--- config.mk ---
export PLATFORM = sky130hd
export DESIGN_NAME = echo_range_median_filter_top
export DESIGN_NICKNAME = d
export VERILOG_FILES = /design/src/sv/ermf_pkg.sv /design/src/sv/ermf_ctrl.sv /design/src/sv/ermf_datapath.sv /design/src/sv/echo_range_median_filter_top.sv
export SDC_FILE = /design/constraint.sdc
export NUM_CORES = 2
export LEC_CHECK = 0
export ABC_AREA = 1
export ABC_CLOCK_PERIOD_IN_PS = 6350
export BUFFER_PORTS_ARGS = -buffer_cell sky130_fd_sc_hd__clkbuf_2
export CORE_MARGIN = 8
export CORE_UTILIZATION = 35
export CTS_CLUSTER_SIZE = 10
export DETAILED_ROUTE_END_ITERATION = 16
export PLACE_DENSITY = 0.52
export SLEW_MARGIN = 10
export SYNTH_ARGS = -nofsm -noshare
export SYNTH_HDL_FRONTEND = slang
export SYNTH_SLANG_ARGS = --single-unit
--- constraint.sdc ---
create_clock -name clk -period 6.35 [get_ports clk]
set_input_delay 1.27 -clock clk [delete_from_list [all_inputs] [get_ports clk]]
set_output_delay 1.27 -clock clk [all_outputs]
set_load 0.005 [all_outputs]
--- src/sv/ermf_pkg.sv ---
package ermf_pkg;

  // fixed field widths
  localparam int DistW   = 14;
  localparam int EchoW   = 16;
  localparam int TimeW   = 32;
  localparam int OffsetW = 22;
  localparam int ProdW   = 32;
  localparam int FullW   = 33;
  localparam int CfgIdxW = 3;
  localparam int CfgDataW = 22;
  localparam int InDataW = 56;
  localparam int OutDataW = 32;

  typedef logic [CfgIdxW-1:0] cfg_index_t;

  // register indexes
  localparam cfg_index_t RegWindowSize   = 3'd0;
  localparam cfg_index_t RegEchoLimitUs  = 3'd1;
  localparam cfg_index_t RegStaleLimitMs = 3'd2;
  localparam cfg_index_t RegScaleQ16     = 3'd3;
  localparam cfg_index_t RegOffsetQ16    = 3'd4;
  localparam cfg_index_t RegMinDistance  = 3'd5;
  localparam cfg_index_t RegMaxDistance  = 3'd6;

  // register reset values
  localparam logic [3:0]         WindowReset = 4'd5;
  localparam logic [EchoW-1:0]   EchoLimitReset = 16'd35000;
  localparam logic [15:0]        StaleReset = 16'd5000;
  localparam logic [15:0]        ScaleReset = 16'd18589;
  localparam logic [OffsetW-1:0] OffsetReset = 22'd1040840;
  localparam logic [DistW-1:0]   MinDistReset = 14'd320;
  localparam logic [DistW-1:0]   MaxDistReset = 14'd9600;

  typedef enum logic [2:0] {
    S_IDLE,
    S_MUL,
    S_ADD,
    S_CHECK,
    S_MEDIAN,
    S_EMIT
  } state_t;

  // controller to datapath
  typedef struct packed {
    logic load;
    logic mul;
    logic add;
    logic check;
    logic med_step;
    logic emit;
  } cmd_t;

  // datapath to controller
  typedef struct packed {
    logic accept;
    logic med_last;
    logic out_free;
  } status_t;

endpackage

--- src/sv/ermf_ctrl.sv ---
module ermf_ctrl (
  input  logic              clk,
  input  logic              rst,
  input  logic              s_tvalid,
  output logic              s_tready,
  input  ermf_pkg::status_t status,
  output ermf_pkg::cmd_t    cmd
);
  import ermf_pkg::*;

  state_t state;
  state_t state_next;

  // state register
  always_ff @(posedge clk) begin
    if (rst) begin
      state <= S_IDLE;
    end else begin
      state <= state_next;
    end
  end

  // next state
  always_comb begin
    state_next = state;
    case (state)
      S_IDLE: begin
        if (s_tvalid) state_next = S_MUL;
      end
      S_MUL:   state_next = S_ADD;
      S_ADD:   state_next = S_CHECK;
      S_CHECK: state_next = status.accept ? S_MEDIAN : S_EMIT;
      S_MEDIAN: begin
        if (status.med_last) state_next = S_EMIT;
      end
      S_EMIT: begin
        if (status.out_free) state_next = S_IDLE;
      end
      default: state_next = S_IDLE;
    endcase
  end

  // outputs
  always_comb begin
    cmd      = '0;
    s_tready = 1'b0;
    case (state)
      S_IDLE: begin
        s_tready = 1'b1;
        cmd.load = s_tvalid;
      end
      S_MUL:    cmd.mul = 1'b1;
      S_ADD:    cmd.add = 1'b1;
      S_CHECK:  cmd.check = 1'b1;
      S_MEDIAN: cmd.med_step = 1'b1;
      S_EMIT:   cmd.emit = status.out_free;
      default: begin
        cmd = '0;
      end
    endcase
  end

endmodule

--- src/sv/ermf_datapath.sv ---
module ermf_datapath #(
  parameter int MAX_WINDOW = 15
) (
  input  logic                             clk,
  input  logic                             rst,
  input  logic                             cfg_valid,
  input  ermf_pkg::cfg_index_t             cfg_index,
  input  logic [ermf_pkg::CfgDataW-1:0]    cfg_data,
  input  logic [ermf_pkg::InDataW-1:0]     s_tdata,
  input  ermf_pkg::cmd_t                   cmd,
  output ermf_pkg::status_t                status,
  input  logic                             m_tready,
  output logic                             m_tvalid,
  output logic [ermf_pkg::OutDataW-1:0]    m_tdata
);
  import ermf_pkg::*;

  localparam int CW = $clog2(MAX_WINDOW + 1);
  localparam int SW = (MAX_WINDOW > 1) ? $clog2(MAX_WINDOW) : 1;

  // configuration registers
  logic [3:0]         window_size;
  logic [EchoW-1:0]   echo_limit_us;
  logic [15:0]        stale_limit_ms;
  logic [15:0]        scale_q16;
  logic [OffsetW-1:0] offset_q16;
  logic [DistW-1:0]   min_distance;
  logic [DistW-1:0]   max_distance;

  // per-attempt registers
  logic [EchoW-1:0] dur;
  logic [TimeW-1:0] now_ms;
  logic [ProdW-1:0] prod;
  logic [FullW-1:0] full;
  logic             accepted;

  // window state
  logic [DistW-1:0] sample_ring [MAX_WINDOW];
  logic [SW-1:0]    write_slot;
  logic [CW-1:0]    sample_count;
  logic [TimeW-1:0] last_accept_ms;
  logic             ever_accepted;
  logic [DistW-1:0] held_distance;
  logic [SW-1:0]    med_idx;

  // combinational
  logic [CW-1:0]    eff_window;
  logic [FullW-1:0] lo_bound;
  logic [FullW-1:0] hi_bound;
  logic             accept_now;
  logic [DistW-1:0] dist_now;
  logic [SW-1:0]    slot_use;
  logic [CW-1:0]    slot_inc;
  logic [CW-1:0]    count_clamp;
  logic [DistW-1:0] cand;
  logic [MAX_WINDOW-1:0] lt_mask;
  logic [MAX_WINDOW-1:0] le_mask;
  logic [CW-1:0]    less_cnt;
  logic [CW-1:0]    leq_cnt;
  logic [CW-1:0]    rank;
  logic             med_hit;
  logic [TimeW-1:0] age;
  logic             dist_valid;

  // window size clamped to one through MAX_WINDOW
  always_comb begin
    if (window_size == 4'd0) begin
      eff_window = CW'(1);
    end else if (32'(window_size) > MAX_WINDOW) begin
      eff_window = CW'(MAX_WINDOW);
    end else begin
      eff_window = CW'(window_size);
    end
  end

  // range check on the scaled distance
  assign lo_bound   = FullW'({min_distance, 16'd0});
  assign hi_bound   = FullW'({max_distance, 16'd0});
  assign accept_now = (dur != '0) && (dur <= echo_limit_us) &&
                      (full >= lo_bound) && (full <= hi_bound);
  assign dist_now   = full[16 +: DistW];

  // ring slot and fill bookkeeping
  assign slot_use    = (CW'(write_slot) >= eff_window) ? '0 : write_slot;
  assign slot_inc    = CW'(slot_use) + CW'(1);
  assign count_clamp = (sample_count > eff_window) ? eff_window : sample_count;

  // rank count of one candidate against the filled entries
  assign cand = sample_ring[med_idx];
  always_comb begin
    for (int j = 0; j < MAX_WINDOW; j++) begin
      lt_mask[j] = (32'(j) < 32'(sample_count)) && (sample_ring[j] < cand);
      le_mask[j] = (32'(j) < 32'(sample_count)) && (sample_ring[j] <= cand);
    end
  end
  assign less_cnt = CW'($countones(lt_mask));
  assign leq_cnt  = CW'($countones(le_mask));
  assign rank     = sample_count >> 1;
  assign med_hit  = (less_cnt <= rank) && (rank < leq_cnt);

  // staleness
  assign age        = now_ms - last_accept_ms;
  assign dist_valid = ever_accepted && (age <= TimeW'(stale_limit_ms));

  // status
  assign status.accept   = accept_now;
  assign status.med_last = (CW'(med_idx) + CW'(1)) >= sample_count;
  assign status.out_free = !m_tvalid || m_tready;

  // arithmetic pipeline, no reset needed
  always_ff @(posedge clk) begin
    if (cmd.load) begin
      dur    <= s_tdata[0] ? '0 : s_tdata[16:1];
      now_ms <= s_tdata[48:17];
    end
    if (cmd.mul) begin
      prod <= ProdW'(dur) * ProdW'(scale_q16);
    end
    if (cmd.add) begin
      full <= FullW'(prod) + FullW'(offset_q16);
    end
    if (cmd.check) begin
      accepted <= accept_now;
    end
  end

  // sample memory
  always_ff @(posedge clk) begin
    if (cmd.check && accept_now) begin
      sample_ring[slot_use] <= dist_now;
    end
  end

  // window state and configuration
  always_ff @(posedge clk) begin
    if (rst) begin
      window_size    <= WindowReset;
      echo_limit_us  <= EchoLimitReset;
      stale_limit_ms <= StaleReset;
      scale_q16      <= ScaleReset;
      offset_q16     <= OffsetReset;
      min_distance   <= MinDistReset;
      max_distance   <= MaxDistReset;
      write_slot     <= '0;
      sample_count   <= '0;
      last_accept_ms <= '0;
      ever_accepted  <= 1'b0;
      held_distance  <= '0;
      med_idx        <= '0;
    end else begin
      if (cmd.check) begin
        med_idx <= '0;
        if (accept_now) begin
          write_slot     <= (slot_inc >= eff_window) ? '0 : SW'(slot_inc);
          sample_count   <= (count_clamp < eff_window) ? count_clamp + CW'(1)
                                                       : count_clamp;
          last_accept_ms <= now_ms;
          ever_accepted  <= 1'b1;
        end
      end
      if (cmd.med_step) begin
        med_idx <= med_idx + SW'(1);
        if (med_hit) held_distance <= cand;
      end
      if (cfg_valid) begin
        case (cfg_index)
          RegWindowSize: begin
            window_size  <= cfg_data[3:0];
            sample_count <= '0;
            write_slot   <= '0;
          end
          RegEchoLimitUs:  echo_limit_us  <= cfg_data[EchoW-1:0];
          RegStaleLimitMs: stale_limit_ms <= cfg_data[15:0];
          RegScaleQ16:     scale_q16      <= cfg_data[15:0];
          RegOffsetQ16:    offset_q16     <= cfg_data[OffsetW-1:0];
          RegMinDistance:  min_distance   <= cfg_data[DistW-1:0];
          RegMaxDistance:  max_distance   <= cfg_data[DistW-1:0];
          default: begin
          end
        endcase
      end
    end
  end

  // output register
  always_ff @(posedge clk) begin
    if (rst) begin
      m_tvalid <= 1'b0;
    end else if (cmd.emit) begin
      m_tvalid <= 1'b1;
    end else if (m_tready) begin
      m_tvalid <= 1'b0;
    end
  end

  always_ff @(posedge clk) begin
    if (cmd.emit) begin
      m_tdata <= {accepted, dur, dist_valid, held_distance};
    end
  end

endmodule

--- src/sv/echo_range_median_filter_top.sv ---
// Echo ranging with a median filter. Each request on the slave stream is one
// ranging attempt; the echo time is scaled to sixteenths of a centimetre,
// range checked, and an accepted distance enters a window of up to
// MAX_WINDOW samples whose upper median becomes the held distance. One
// result request comes out per attempt. An attempt steps through multiply,
// add and range check, then, when the sample is accepted, a median scan
// with one step per stored sample, and last the output load. The median
// scan rank-counts one candidate sample per cycle against the whole window.
// The next attempt is taken once the result sits in the output register.
// Configuration writes are taken every cycle and belong only to times when
// no attempt is in work; writing the window size empties the window.
module echo_range_median_filter_top #(
  parameter int MAX_WINDOW = 15
) (
  input  logic                          clk,
  input  logic                          rst,
  // configuration write channel
  input  logic                          cfg_valid,
  output logic                          cfg_ready,
  input  ermf_pkg::cfg_index_t          cfg_index,
  input  logic [ermf_pkg::CfgDataW-1:0] cfg_data,
  // attempt stream
  input  logic                          s_tvalid,
  output logic                          s_tready,
  // low to high: echo_timed_out[0], echo_us[16:1], now_ms[48:17], zero pad
  input  logic [ermf_pkg::InDataW-1:0]  s_tdata,
  // result stream
  output logic                          m_tvalid,
  input  logic                          m_tready,
  // low to high: distance[13:0], distance_valid[14], last_echo_us[30:15],
  // sample_accepted[31]
  output logic [ermf_pkg::OutDataW-1:0] m_tdata
);
  import ermf_pkg::*;

  cmd_t    cmd;
  status_t status;

  assign cfg_ready = 1'b1;

  ermf_ctrl u_ctrl (
    .clk      (clk),
    .rst      (rst),
    .s_tvalid (s_tvalid),
    .s_tready (s_tready),
    .status   (status),
    .cmd      (cmd)
  );

  ermf_datapath #(
    .MAX_WINDOW (MAX_WINDOW)
  ) u_datapath (
    .clk       (clk),
    .rst       (rst),
    .cfg_valid (cfg_valid),
    .cfg_index (cfg_index),
    .cfg_data  (cfg_data),
    .s_tdata   (s_tdata),
    .cmd       (cmd),
    .status    (status),
    .m_tready  (m_tready),
    .m_tvalid  (m_tvalid),
    .m_tdata   (m_tdata)
  );

endmodule

==> flow_summary.ini <==
[status]
status = finished with violations
violations = negative setup slack

[grt]
groute.layer.met1.usage_pct = 24.0
antenna_found_initial = 3
grt_pass1_vias = 32022
gr-total-overflow = 0
grt_use_met3_pct = 2.16
grt_util_met2_pct = 32.1
top_usage_layer = met2
grt_pass1_wl_um = 184000
grt_use_total_pct = 18.5
grt_max_degree = 59

[floorplanning]
core_area_um2 = 114000
die_area_um2 = 126000
die_h_um = 355
die_w_um = 355
ios = 121
initial_core_util_pct = 35.2
rows = 124

[final_layout]
stdcell_count = 6743
regArea_um2 = 14500
syn_to_final_growth_pct = 21.9
final_util_pct = 43.0
num-fill-cells = 11444
nNetsFinal = 5959
drive_gt1_share_pct = 16.5
multi_input_area_um2 = 22700
final_area_um2 = 49000

[logic_synthesis]
synthTopCellsByArea = edfxtp_1 (28%), ha_1 (15%), fa_1 (11%)
ys_ff_latch = 539
synth_common_cells = nand2_1 (954), inv_1 (849), ha_1 (477)
yosysSeqAreaShare_pct = 36.0
yosysTopAreaCellShare_pct = 27.6
synth_top_cell_by_area = edfxtp_1
synth-main-ff-cell = edfxtp_1
synth-edff-count = 370
syn-cell-area_um2 = 40200
syn_nets = 5430
postSynth.asyncResetShare_pct = 0
ys_types = 55
yosysMostFrequentCell = nand2_1
syn_inst = 4651
avgSynthCellArea_um2 = 8.65
yosys_warnings = 0

[critical_path]
required_ns = 6.89
crit_path_end_kind = flip-flop
slowest_delay_ns = 0.57
startpoint_type = flip-flop
arrival_ns = 7.49
reg2reg_slack_ns = -0.60
crit_slowest_cell = fa_2
critPathTopFamily = adder cells
crit_buf_inv = 12
cp_max_fo = 7
crit_type = reg2reg

[clock_network]
cts_root_buf = clkbuf_16
insertion_delay_ns = 0.62
clk_pin_slew_ns = 0.05
cts_buffer_depth = 3
ctsHoldBuffers = 0
htree_num_levels = 3
cts_tree = yes
cts.sinks = 539
cts_inserted_buffers = 68

[detailed_routing]
num_vias = 32417
drt_iter0_markers = 2028
drc = 0
via_per_inst = 4.81
detail-route-antenna-nets = 0
drt_first_pass_iters = 5
routed_wl_um = 121000
wl_per_cell_um = 18.0

[timing]
finalClockSkew_ns = 0.0287
setup_ws_ns = -0.598
hold_slack_ns = 0.431
worstMarginPinSlew_ns = 1.14
fmax_mhz = 144
maxSlewViolCount = 0
fin_crit_sh_pct = 109
setup_viol = 14
min_period_ns = 6.95
rsz0062_at_grt = yes
final_hold_viol_count = 0
relSlewSlack_pct = 23.9

[place]
gp_congestion = 0.928
place_area_um2 = 45800
hpwl_um = 93800
port_buffers = 112
dp_cells = 6582

[flow_run]
drv_cap = 0

[power_and_ir_drop]
irDropWorstVdd_mv = 0.502
powerDensity_nw_per_um2 = 355
p_leak_nw = 23.5

[worst_hold_path]
hold_start = u_datapath.held_distance[2]
hp-class = reg2reg
==> report_power, final <==
group | switching [mW] | leakage (nW) | total, mW | internal, mW
clock network | 1.52 | 0.967 | 3.59 | 2.07
logic | 5.55 | 17.8 | 9.01 | 3.46
registers | 0.288 | 4.75 | 4.82 | 4.53
==> path summary, 6_finish.rpt <==
path / cells after the start / to
setup / recovery: 33 / u_datapath.held_distance[6]
hold reg to reg: 0 / u_datapath.m_tdata[2]
hold / removal: 0 / u_datapath.m_tdata[2]
setup reg to reg: 33 / u_datapath.held_distance[6]
==> placed cells by master (no fill, tap or decap), types with 14 or more instances in the layout <==
cell type  count
o21ai_0      183
inv_2         18
clkbuf_2     112
clkbuf_16     77
buf_6         14
ha_1         454
nor3_1        29
mux2i_1       50
o21ai_1       36
nand2_2       14
buf_12        19
nor2_1       322
ha_4          19
nand3_2       15
o211ai_1      80
nor3_2        20
buf_4        450
clkbuf_1      33
nand4_1       45
edfxtp_1     370
dfxtp_1      167
inv_1        825
a21oi_2       20
a21oi_1      297
nand2_1      938
xnor2_1       24
fa_1         213
nand3_1      140
o21bai_1      15
a21o_1        15
xor2_1        58
==> sequential cells by signal, summed over array words and instances, names as in the netlist, 16 cells and up, named ones only <==
name / count
u_datapath.sample_ring: 224
u_datapath.full: 33
u_datapath.last_accept_ms: 32
u_datapath.m_tdata: 32
u_datapath.now_ms: 32
u_datapath.prod: 32
u_datapath.offset_q16: 22
u_datapath.dur: 16
u_datapath.echo_limit_us: 16
u_datapath.scale_q16: 16
u_datapath.stale_limit_ms: 16
==> logic make-up after synthesis <==
logic type,share of synthesized area (%)
buffers and inverters,9.46
other,0.00932
flip-flops,36.0
multiplexers,1.29
XOR/XNOR,1.79
AND/OR/NAND/NOR,15.9
adder cells (fa/ha/maj),25.6
AO/OA/AOI/OAI,9.96
==> cell type report <==
cell class              count  share of cell area [%]
clock buffers             106                    3.91
inverters                 855                    6.60
repair buffers            606                    9.66
clock inverters            12                   0.202
multi-input cells        3110                    46.2
flip-flops and latches    539                    29.6
well taps                1512                    3.86
diodes                      3                  0.0153
==> stage by stage <==
stage | power (mW) | setup WS, ns | TNS, ns
3_3_place_gp | 13.8 | -0.668 | -9.18
6_report | 17.4 | -0.598 | -7.99
3_5_place_dp | 13.9 | -0.739 | -9.89
4_1_cts | 17.6 | -0.577 | -7.73
5_1_grt | 19.0 | -0.852 | -11.49
2_1_floorplan | 11.4 | 0.0267 | 0
==> per-layer routing <==
layer | share of wire, % | routed length [um]
met1 | 45 | 54300
met2 | 48 | 57800
met3 | 3.9 | 4670
met4 | 3.6 | 4310
met5 | 0 | 0
==> what timing repair did <==
| action | in CTS | in global routing |
|---|---|---|
| gates resized for setup | 34 | 186 |
| pin swaps | 13 | 80 |
| cloned | 2 | 7 |
| buffers inserted | 6 | 26 |
| endpoints found under the setup margin | 14 | 19 |
Power figures use the tool's default switching activity.
